[src/hw/rtl/mwf_pkg.sv]
// ----------------------------------------------------------------------------
// mwf_pkg
// Shared types and constants of the wall-following maze walker.
// ----------------------------------------------------------------------------
`default_nettype none

package mwf_pkg;

  // grid cells in use along each side, the map itself is always 16 x 16
  localparam int MAZE_DIM  = 16;
  localparam int SIDE      = 16;
  localparam int COORD_W   = 4;
  localparam int DIM_W     = 7;
  localparam int MAP_DEPTH = SIDE * SIDE;
  localparam int MAP_AW    = $clog2(MAP_DEPTH);
  localparam int STEP_W    = 16;
  localparam int ADDR_W    = 4;
  localparam int DATA_W    = 32;

  localparam logic [COORD_W-1:0] EXIT_ROW_RST  = COORD_W'(4);
  localparam logic [COORD_W-1:0] EXIT_COL_RST  = COORD_W'(11);
  localparam logic [STEP_W-1:0]  STEP_MAX      = {STEP_W{1'b1}};

  typedef logic [COORD_W-1:0] coord_t;
  typedef logic [1:0]         dir_t;

  localparam dir_t HEADING_RST = 2'd0;

  typedef enum logic [1:0] {
    OP_LOAD  = 2'd0,
    OP_START = 2'd1,
    OP_STEP  = 2'd2,
    OP_NONE  = 2'd3
  } opcode_t;

  typedef enum logic [2:0] {
    STAT_MOVED   = 3'd0,
    STAT_EXIT    = 3'd1,
    STAT_BLOCKED = 3'd2,
    STAT_REJECT  = 3'd3,
    STAT_DONE    = 3'd4
  } status_t;

  typedef enum logic [1:0] {
    REG_EXIT_ROW      = 2'd0,
    REG_EXIT_COL      = 2'd1,
    REG_START_HEADING = 2'd2,
    REG_UNUSED        = 2'd3
  } reg_idx_t;

  typedef enum logic [1:0] {
    S_IDLE,
    S_START,
    S_NBR,
    S_TURN
  } state_t;

  typedef struct packed {
    coord_t exit_row;
    coord_t exit_col;
    dir_t   start_heading;
  } cfg_t;

  // one access to the wall map
  typedef struct packed {
    logic   rd;
    logic   wr;
    logic   off;
    coord_t row;
    coord_t col;
    logic   wdata;
  } map_req_t;

endpackage

`default_nettype wire

[src/hw/rtl/maze_wall_follower_unit.sv]
// ----------------------------------------------------------------------------
// maze_wall_follower_unit
// Right-hand wall follower over a 16 x 16 wall map held in a RAM.
//
//   channel   handshake              payload
//   input     start / busy           in_opcode, in_cell_row, in_cell_col,
//                                    in_cell_is_wall
//   result    out_strobe (1 cycle)   out_status, out_walker_row,
//                                    out_walker_col, out_walker_heading,
//                                    out_step_total
//   config    psel/penable/pwrite    paddr, pwdata, prdata, pready
//
// a load, an unused opcode or a step at the exit ends in the idle state, a
// start in S_START, a step after four neighbor wall reads through the single
// map port and the turn-and-move S_TURN. the beat follows in the next cycle.
// reset puts every cell back to wall at once through per-cell valid bits;
// no clearing pass. the result beat cannot be stalled.
// ----------------------------------------------------------------------------
`default_nettype none

module maze_wall_follower_unit
  import mwf_pkg::*;
(
  input  wire logic              clk,
  input  wire logic              rst_n,
  input  wire logic              start,
  output logic                   busy,
  input  wire logic [1:0]        in_opcode,
  input  wire logic [3:0]        in_cell_row,
  input  wire logic [3:0]        in_cell_col,
  input  wire logic              in_cell_is_wall,
  output logic                   out_strobe,
  output logic [2:0]             out_status,
  output logic [3:0]             out_walker_row,
  output logic [3:0]             out_walker_col,
  output logic [1:0]             out_walker_heading,
  output logic [15:0]            out_step_total,
  input  wire logic              psel,
  input  wire logic              penable,
  input  wire logic              pwrite,
  input  wire logic [ADDR_W-1:0] paddr,
  input  wire logic [DATA_W-1:0] pwdata,
  output logic      [DATA_W-1:0] prdata,
  output logic                   pready
);

  cfg_t     cfg;
  map_req_t map_req;
  logic     map_wall;

  mwf_cfg u_cfg (
    .clk     (clk),
    .rst_n   (rst_n),
    .psel    (psel),
    .penable (penable),
    .pwrite  (pwrite),
    .paddr   (paddr),
    .pwdata  (pwdata),
    .prdata  (prdata),
    .pready  (pready),
    .cfg     (cfg)
  );

  mwf_map u_map (
    .clk   (clk),
    .rst_n (rst_n),
    .req   (map_req),
    .wall  (map_wall)
  );

  mwf_walker u_walker (
    .clk                (clk),
    .rst_n              (rst_n),
    .cfg                (cfg),
    .start              (start),
    .busy               (busy),
    .in_opcode          (in_opcode),
    .in_cell_row        (in_cell_row),
    .in_cell_col        (in_cell_col),
    .in_cell_is_wall    (in_cell_is_wall),
    .map_req            (map_req),
    .map_wall           (map_wall),
    .out_strobe         (out_strobe),
    .out_status         (out_status),
    .out_walker_row     (out_walker_row),
    .out_walker_col     (out_walker_col),
    .out_walker_heading (out_walker_heading),
    .out_step_total     (out_step_total)
  );

endmodule

`default_nettype wire

[src/hw/rtl/mwf_ram.sv]
// ----------------------------------------------------------------------------
// mwf_ram
// Generic single-port synchronous RAM with registered read.
// ----------------------------------------------------------------------------
`default_nettype none

module mwf_ram #(
  parameter int WIDTH = 1,
  parameter int DEPTH = 256
) (
  input  wire logic                     clk,
  input  wire logic                     en,
  input  wire logic                     we,
  input  wire logic [$clog2(DEPTH)-1:0] addr,
  input  wire logic [WIDTH-1:0]         wdata,
  output logic      [WIDTH-1:0]         rdata
);

  logic [WIDTH-1:0] mem [DEPTH];

  always_ff @(posedge clk) begin
    if (en) begin
      if (we) begin
        mem[addr] <= wdata;
      end else begin
        rdata <= mem[addr];
      end
    end
  end

endmodule

`default_nettype wire

[src/hw/rtl/mwf_map.sv]
// ----------------------------------------------------------------------------
// mwf_map
// Wall map: one bit per cell in a RAM, valid bits so unwritten cells read as
// walls, and off-grid cells forced to walls.
// ----------------------------------------------------------------------------
`default_nettype none

module mwf_map
  import mwf_pkg::*;
(
  input  wire logic     clk,
  input  wire logic     rst_n,
  input  wire map_req_t req,
  output logic          wall
);

  logic [MAP_DEPTH-1:0] valid_r;
  logic [MAP_DEPTH-1:0] valid_nxt;
  logic                 valid_q_r;
  logic                 off_q_r;
  logic                 ram_q;
  logic                 off_grid;
  logic [MAP_AW-1:0]    addr;

  assign off_grid = req.off
                  || ({{(DIM_W-COORD_W){1'b0}}, req.row} >= DIM_W'(MAZE_DIM))
                  || ({{(DIM_W-COORD_W){1'b0}}, req.col} >= DIM_W'(MAZE_DIM));
  assign addr = {req.row, req.col};

  mwf_ram #(
    .WIDTH (1),
    .DEPTH (MAP_DEPTH)
  ) u_ram (
    .clk   (clk),
    .en    ((req.rd || req.wr) && !off_grid),
    .we    (req.wr),
    .addr  (addr),
    .wdata (req.wdata),
    .rdata (ram_q)
  );

  always_comb begin
    valid_nxt = valid_r;
    if (req.wr && !off_grid) begin
      valid_nxt[addr] = 1'b1;
    end
  end

  always_ff @(posedge clk) begin
    if (!rst_n) begin
      valid_r <= '0;
    end else begin
      valid_r <= valid_nxt;
    end
  end

  always_ff @(posedge clk) begin
    if (req.rd) begin
      off_q_r   <= off_grid;
      valid_q_r <= valid_r[addr];
    end
  end

  // never-written cells keep their reset value: wall
  assign wall = off_q_r || !valid_q_r || ram_q;

endmodule

`default_nettype wire

[src/hw/rtl/mwf_cfg.sv]
// ----------------------------------------------------------------------------
// mwf_cfg
// Configuration registers behind the APB-style port.
// ----------------------------------------------------------------------------
`default_nettype none

module mwf_cfg
  import mwf_pkg::*;
(
  input  wire logic              clk,
  input  wire logic              rst_n,
  input  wire logic              psel,
  input  wire logic              penable,
  input  wire logic              pwrite,
  input  wire logic [ADDR_W-1:0] paddr,
  input  wire logic [DATA_W-1:0] pwdata,
  output logic      [DATA_W-1:0] prdata,
  output logic                   pready,
  output cfg_t                   cfg
);

  cfg_t     cfg_r;
  cfg_t     cfg_nxt;
  reg_idx_t idx;
  logic     wr_en;

  assign pready = 1'b1;
  assign idx    = reg_idx_t'(paddr[ADDR_W-1:2]);
  assign wr_en  = psel && penable && pwrite && pready;

  always_comb begin
    cfg_nxt = cfg_r;
    if (wr_en) begin
      case (idx)
        REG_EXIT_ROW:      cfg_nxt.exit_row      = pwdata[COORD_W-1:0];
        REG_EXIT_COL:      cfg_nxt.exit_col      = pwdata[COORD_W-1:0];
        REG_START_HEADING: cfg_nxt.start_heading = pwdata[1:0];
        default:           cfg_nxt = cfg_r;
      endcase
    end
  end

  always_ff @(posedge clk) begin
    if (!rst_n) begin
      cfg_r.exit_row      <= EXIT_ROW_RST;
      cfg_r.exit_col      <= EXIT_COL_RST;
      cfg_r.start_heading <= HEADING_RST;
    end else begin
      cfg_r <= cfg_nxt;
    end
  end

  always_comb begin
    case (idx)
      REG_EXIT_ROW:      prdata = {{(DATA_W-COORD_W){1'b0}}, cfg_r.exit_row};
      REG_EXIT_COL:      prdata = {{(DATA_W-COORD_W){1'b0}}, cfg_r.exit_col};
      REG_START_HEADING: prdata = {{(DATA_W-2){1'b0}}, cfg_r.start_heading};
      default:           prdata = '0;
    endcase
  end

  assign cfg = cfg_r;

endmodule

`default_nettype wire

[src/hw/rtl/mwf_walker.sv]
// ----------------------------------------------------------------------------
// mwf_walker
// Command sequencer: walker position, heading and step count, wall map
// accesses and the turn rules.
// ----------------------------------------------------------------------------
`default_nettype none

module mwf_walker
  import mwf_pkg::*;
(
  input  wire logic          clk,
  input  wire logic          rst_n,
  input  wire cfg_t          cfg,
  input  wire logic          start,
  output logic               busy,
  input  wire logic [1:0]    in_opcode,
  input  wire coord_t        in_cell_row,
  input  wire coord_t        in_cell_col,
  input  wire logic          in_cell_is_wall,
  output map_req_t           map_req,
  input  wire logic          map_wall,
  output logic               out_strobe,
  output logic [2:0]         out_status,
  output coord_t             out_walker_row,
  output coord_t             out_walker_col,
  output dir_t               out_walker_heading,
  output logic [STEP_W-1:0]  out_step_total
);

  state_t              state_r, state_nxt;
  coord_t              pos_row_r, pos_row_nxt;
  coord_t              pos_col_r, pos_col_nxt;
  dir_t                heading_r, heading_nxt;
  logic [STEP_W-1:0]   step_r, step_nxt;
  coord_t              cell_row_r, cell_col_r;
  dir_t                cnt_r, cnt_nxt;
  logic [2:0]          walls_r, walls_nxt;
  logic                strobe_r;
  status_t             status_r, status_nxt;
  coord_t              o_row_r, o_col_r;
  dir_t                o_head_r;
  logic [STEP_W-1:0]   o_step_r;
  logic                accept;
  logic                at_exit;
  logic                fin;
  opcode_t             op;
  logic [3:0]          walls_all;
  dir_t                turn_dir;
  map_req_t            nbr_req;
  map_req_t            move_req;

  // neighbor cell in a direction, off set where it falls off the grid
  function automatic map_req_t nbr(coord_t row, coord_t col, dir_t d);
    map_req_t r;
    r       = '0;
    r.rd    = 1'b1;
    r.row   = row;
    r.col   = col;
    case (d)
      2'd0: begin
        r.off = (row == '0);
        r.row = row - COORD_W'(1);
      end
      2'd1: begin
        r.off = (col == '1);
        r.col = col + COORD_W'(1);
      end
      2'd2: begin
        r.off = (row == '1);
        r.row = row + COORD_W'(1);
      end
      default: begin
        r.off = (col == '0);
        r.col = col - COORD_W'(1);
      end
    endcase
    return r;
  endfunction

  // the three ordered neighbor rules
  function automatic dir_t turn(logic [3:0] w, dir_t d0);
    dir_t d;
    d = d0;
    if (w[d] && w[d + 2'd1]) begin
      d = w[d + 2'd3] ? d + 2'd2 : d + 2'd3;
    end
    if (!w[d] && !w[d + 2'd1]) begin
      d = d + 2'd1;
    end
    if (w[d] && !w[d + 2'd1]) begin
      d = d + 2'd1;
    end
    return d;
  endfunction

  assign busy      = (state_r != S_IDLE);
  assign accept    = start && !busy;
  assign op        = opcode_t'(in_opcode);
  assign at_exit   = (pos_row_r == cfg.exit_row) && (pos_col_r == cfg.exit_col);
  assign walls_all = {map_wall, walls_r};
  assign turn_dir  = turn(walls_all, heading_r);
  assign nbr_req   = nbr(pos_row_r, pos_col_r, (state_r == S_IDLE) ? 2'd0 : cnt_r);
  assign move_req  = nbr(pos_row_r, pos_col_r, turn_dir);

  // next state
  always_comb begin
    state_nxt = state_r;
    case (state_r)
      S_IDLE: begin
        if (accept) begin
          case (op)
            OP_START: state_nxt = S_START;
            OP_STEP:  state_nxt = at_exit ? S_IDLE : S_NBR;
            default:  state_nxt = S_IDLE;
          endcase
        end
      end
      S_START: state_nxt = S_IDLE;
      S_NBR:   state_nxt = (cnt_r == 2'd3) ? S_TURN : S_NBR;
      S_TURN:  state_nxt = S_IDLE;
      default: state_nxt = S_IDLE;
    endcase
  end

  // map accesses and walker updates
  always_comb begin
    map_req     = '0;
    pos_row_nxt = pos_row_r;
    pos_col_nxt = pos_col_r;
    heading_nxt = heading_r;
    step_nxt    = step_r;
    cnt_nxt     = cnt_r;
    walls_nxt   = walls_r;
    fin         = 1'b0;
    status_nxt  = STAT_DONE;
    case (state_r)
      S_IDLE: begin
        if (accept) begin
          case (op)
            OP_LOAD: begin
              map_req.wr    = 1'b1;
              map_req.row   = in_cell_row;
              map_req.col   = in_cell_col;
              map_req.wdata = in_cell_is_wall;
              fin           = 1'b1;
            end
            OP_START: begin
              map_req.rd  = 1'b1;
              map_req.row = in_cell_row;
              map_req.col = in_cell_col;
            end
            OP_STEP: begin
              if (at_exit) begin
                fin        = 1'b1;
                status_nxt = STAT_EXIT;
              end else begin
                map_req = nbr_req;
                cnt_nxt = 2'd1;
              end
            end
            default: fin = 1'b1;
          endcase
        end
      end
      S_START: begin
        fin = 1'b1;
        if (map_wall) begin
          status_nxt = STAT_REJECT;
        end else begin
          pos_row_nxt = cell_row_r;
          pos_col_nxt = cell_col_r;
          heading_nxt = cfg.start_heading;
          step_nxt    = '0;
        end
      end
      S_NBR: begin
        // data of the previous direction's read lands this cycle
        walls_nxt[cnt_r - 2'd1] = map_wall;
        map_req                 = nbr_req;
        cnt_nxt                 = cnt_r + 2'd1;
      end
      S_TURN: begin
        fin         = 1'b1;
        heading_nxt = turn_dir;
        if (walls_all[turn_dir]) begin
          status_nxt = STAT_BLOCKED;
        end else begin
          status_nxt  = STAT_MOVED;
          pos_row_nxt = move_req.row;
          pos_col_nxt = move_req.col;
          if (step_r != STEP_MAX) begin
            step_nxt = step_r + STEP_W'(1);
          end
        end
      end
      default: fin = 1'b0;
    endcase
  end

  always_ff @(posedge clk) begin
    if (!rst_n) begin
      state_r   <= S_IDLE;
      pos_row_r <= '0;
      pos_col_r <= '0;
      heading_r <= HEADING_RST;
      step_r    <= '0;
      strobe_r  <= 1'b0;
      cnt_r     <= '0;
    end else begin
      state_r   <= state_nxt;
      pos_row_r <= pos_row_nxt;
      pos_col_r <= pos_col_nxt;
      heading_r <= heading_nxt;
      step_r    <= step_nxt;
      strobe_r  <= fin;
      cnt_r     <= cnt_nxt;
    end
  end

  always_ff @(posedge clk) begin
    walls_r <= walls_nxt;
    if (accept) begin
      cell_row_r <= in_cell_row;
      cell_col_r <= in_cell_col;
    end
    if (fin) begin
      status_r <= status_nxt;
      o_row_r  <= pos_row_nxt;
      o_col_r  <= pos_col_nxt;
      o_head_r <= heading_nxt;
      o_step_r <= step_nxt;
    end
  end

  assign out_strobe         = strobe_r;
  assign out_status         = status_r;
  assign out_walker_row     = o_row_r;
  assign out_walker_col     = o_col_r;
  assign out_walker_heading = o_head_r;
  assign out_step_total     = o_step_r;

endmodule

`default_nettype wire

[config.mk]
export PLATFORM = sky130hd
export DESIGN_NAME = maze_wall_follower_unit
export DESIGN_NICKNAME = d
export VERILOG_FILES = /design/src/hw/rtl/mwf_pkg.sv /design/src/hw/rtl/maze_wall_follower_unit.sv /design/src/hw/rtl/mwf_ram.sv /design/src/hw/rtl/mwf_map.sv /design/src/hw/rtl/mwf_cfg.sv /design/src/hw/rtl/mwf_walker.sv
export SDC_FILE = /design/constraint.sdc
export NUM_CORES = 1
export LEC_CHECK = 0
export BUFFER_PORTS_ARGS = -buffer_cell sky130_fd_sc_hd__buf_4
export CAP_MARGIN = 15
export CORE_MARGIN = 8
export CORE_UTILIZATION = 50
export CTS_CLUSTER_SIZE = 25
export DETAILED_ROUTE_END_ITERATION = 10
export PLACE_DENSITY = 0.67
export SLEW_MARGIN = 20
export SYNTH_ARGS = -nofsm -noshare
export SYNTH_HDL_FRONTEND = slang
export SYNTH_SLANG_ARGS = --single-unit
[constraint.sdc]
create_clock -name clk -period 6.73 [get_ports clk]
set_input_delay 1.346 -clock clk [delete_from_list [all_inputs] [get_ports clk]]
set_output_delay 1.346 -clock clk [all_outputs]
set_load 0.02 [all_outputs]
==> flow_summary.ini <==
[route]
drt-pass1-iter-count = 10
ant_nets = 0
routed_wl_um = 71100
dr.first_iter.drc_count = 2648
wl_per_cell_um = 23.8
drc = 0
viasPerCell = 6.37
num_vias = 19000

[grt]
grt_start_max_net_pins = 241
grt_pass1_wl_um = 107000
grt_pass1_vias = 18500
grt_usage_pct = 23.8
grt_overflow = 0
grt_antenna_before_repair = 0

[sta]
finalSetupViolations = 0
skew_ns = 0.0300
clock.fmax_mhz = 189
post-route-min-period_ns = 5.28
fin_crit_sh_pct = 78.5
grt_setup_unrepaired = false
tns_ns = 0
tightest_slew_ns = 1.29
finalHoldViolations = 0
slew_headroom_pct = 14.3
report.final.slew_viol_count = 0

[yosys]
yosys_register_bits = 596
synth-adder-area-share_pct = 0.890
synth_top_area_share_pct = 35.5
async_flop_share_pct = 0
synth_compound_area_share_pct = 20.8
synth_edf_count = 299
synthCells = 2236
synth_top_cell_by_area = edfxtp_1
yosys_most_used_dff = edfxtp_1
yosys.area_share.simple_pct = 9.70
yosysWarnings = 0
yosysSeqAreaShare_pct = 59.0
synth.area.mux_share_pct = 5.19
syn_avg_cell_area_um2 = 11.3
synth_area_leaders = edfxtp_1 35%, dfxtp_1 24%, o21a_1 7.9%, nor2_1 4.5%, mux2_2 4.4%
synth_top_family_by_area = compound AO/OA/AOI/OAI gates
synth_area_mm2 = 0.0253
synthXorXnorAreaFrac_pct = 0.485
synthDistinctLibCells = 76

[power_and_ir_drop]
ir_drop_mv = 0.204
power_w = 0.00786
power_frac_comb_pct = 5.8
p_clk_share_pct = 45.5
power_frac_seq_pct = 48.7
switching_share_pct = 22.4
leakage_nw = 9.79
power_density_mw_per_mm2 = 274
p_int_w = 0.00610
p_sw_w = 0.00176

[outcome]
outcome = complete, no violations

[die]
die_area_mm2 = 0.0581
io_pins = 117
core_mm2 = 0.0501
fp.dieW_um = 241
fp-row-count = 82
die_h_um = 241
start_util_pct = 50.5

[clock_tree]
cts_max_path_buffers = 3
tritoncts = built
clock_latency_ns = 0.64
cts.sinks = 596
cts_max_level = 2
cts_buffers = 60
post_cts_resized = 0
clk_pin_slew_ns = 0.07
cts_setup_buffers = 0
cts_root_buffer = clkbuf_16
hold_buffers = 0

[cells_and_area]
fill_cells = 4152
final_util_pct = 57.2
stdcell_count = 2982
area_growth_syn_to_layout_pct = 13.1
drive_gt1_share_pct = 15.4
nNetsFinal = 2329
diodes = 0

[place]
dpl.cell_count = 2868
gp_congestion = 0.872
post-dp-hpwl_um = 43200
portBuffers = 57

[min_path]
hp-class = reg2reg

[setup_path]
crit_type = reg2reg
crit_fanout = 32
crit_required_ns = 7.06
cp.arrival_ns = 5.62
end_kind = flip-flop
start_kind = flip-flop

[job]
maxCapViolations = 0
-- cell usage in the layout, fill, tap and decap left out, types with 11 or more instances in the layout --
cell type  instances
a32oi_1           34
nand2_1           93
a222oi_1          91
conb_1            29
nand3_1           46
nor2_1           302
clkbuf_1          11
clkinv_2          16
ha_1              18
mux2_2            98
and2_1            33
clkbuf_8          11
and3_1            16
o21ai_0           87
edfxtp_1         299
o22a_1            14
buf_4            121
o21a_1           267
clkbuf_16         64
o22ai_1           28
nor3_1            15
a21oi_1           73
xnor2_1           11
mux2i_1           21
dfxtp_1          297
inv_1             23
a21o_1            34
-- routing by layer --
| layer | vias to the layer above | wire [µm] | track usage [%] |
|---|---|---|---|
| li1 | 8412 | - | - |
| met1 | 9354 | 28100 | 31.3 |
| met2 | 1045 | 33000 | 38.6 |
| met3 | 185 | 7400 | 4.68 |
| met4 | 0 | 2600 | 8.93 |
| met5 | - | 0 | 0 |
-- flip-flops by register name (all words and copies together) (netlist names), 2 cells and up --
| name | cells |
|---|---|
| u_walker.out_step_total | 16 |
| u_walker.state_r | 2 |
| u_walker.out_walker_heading | 2 |
| u_walker.out_status | 3 |
| u_walker.cnt_r | 2 |
| u_walker.pos_row_r | 4 |
| u_walker.out_walker_row | 4 |
| u_map.valid_r | 256 |
| u_walker.heading_r | 2 |
| u_walker.out_walker_col | 4 |
| u_walker.pos_col_r | 4 |
| u_walker.cell_col_r | 4 |
| u_walker.walls_r | 3 |
| u_walker.step_r | 16 |
| u_cfg.cfg | 10 |
| u_map.u_ram.mem | 256 |
| u_walker.cell_row_r | 4 |
-- worst max-delay path: stages, from the launching register on --
cell	delay, ns
dfxtp_1	0.31
buf_4	0.33
nor2_1	0.12
inv_1	0.13
nand2_1	0.13
inv_1	0.11
ha_1	0.34
or4b_2	0.64
o22ai_1	0.18
a311o_2	0.17
o211ai_2	0.22
nand2_1	0.53
a21oi_1	0.13
o41ai_1	0.62
o21ai_0	0.36
o31ai_1	0.41
nand4_1	0.24
-- synthesized netlist by cell type (7+ instances only) --
master      n
a32oi_1    34
ha_1       18
inv_1      23
dfxtp_1   297
a21oi_1    74
nand3_1    46
o21ai_0    87
buf_1      11
a222oi_1   91
nor2_1    302
o22ai_1    28
and2_1     35
mux2_2     98
mux2i_1    21
a31oi_1     8
clkbuf_1  116
buf_2      41
edfxtp_1  299
nand2_1    93
xnor2_1    11
nand2b_1    7
o21a_1    267
o22a_1     14
nor4_1      7
and3_1     17
nor3_1     15
o31ai_1     8
buf_4      29
a21o_1     34
-- power groups by stage --
| stage | Sequential, W | Combinational [W] | Clock, W |
|---|---|---|---|
| finish | 0.00383 | 0.000452 | 0.00358 |
| global route | 0.00383 | 0.000474 | 0.00375 |
| CTS | 0.00383 | 0.000445 | 0.00362 |
| detailed placement | 0.00391 | 0.000443 | 0 |
| global placement | 0.00390 | 0.000440 | 0 |
| floorplan | 0.00392 | 0.000267 | 0 |
-- area by class of cell --
type	count	area, µm²	area share (%)
flip-flops and latches	596	14900	52.1
multi-input cells	1445	9540	33.3
clock buffers	85	1780	6.22
repair buffers	130	1080	3.78
well taps	672	841	2.94
clock inverters	29	359	1.25
inverters	25	93.8	0.328
-- through the flow --
step	hold WS, ns	worst slack (ns)	instance area [µm²]
global route	0.470	1.34	28600
finish	0.460	1.45	28600
CTS	0.464	1.69	28600
global placement	0.441	1.25	26500
floorplan	0.432	0.834	25400
detailed placement	0.449	1.17	26500
-- cell families (layout without fill, tap and decap cells) --
family,count (synthesis),after routing
mux,119,119
simple gates,555,555
fa+ha+maj,18,18
xor+xnor,14,14
flops,596,596
buf+inv,222,269
compound gates,710,710
other cells,2,29
-- final timing paths --
kind	start	cells after the start	end	slack (ns)
max	u_walker.state_r[1]$_SDFFE_PN0P_	16	u_map.u_ram.rdata$_DFFE_PP_	1.45
min reg2reg	u_map.valid_r[230]$_SDFFE_PN0P_	1	u_map.valid_r[230]$_SDFFE_PN0P_	0.46
min	u_map.valid_r[230]$_SDFFE_PN0P_	1	u_map.valid_r[230]$_SDFFE_PN0P_	0.46
max reg2reg	u_walker.state_r[1]$_SDFFE_PN0P_	16	u_map.u_ram.rdata$_DFFE_PP_	1.45
(Power assumes the default switching activity.)
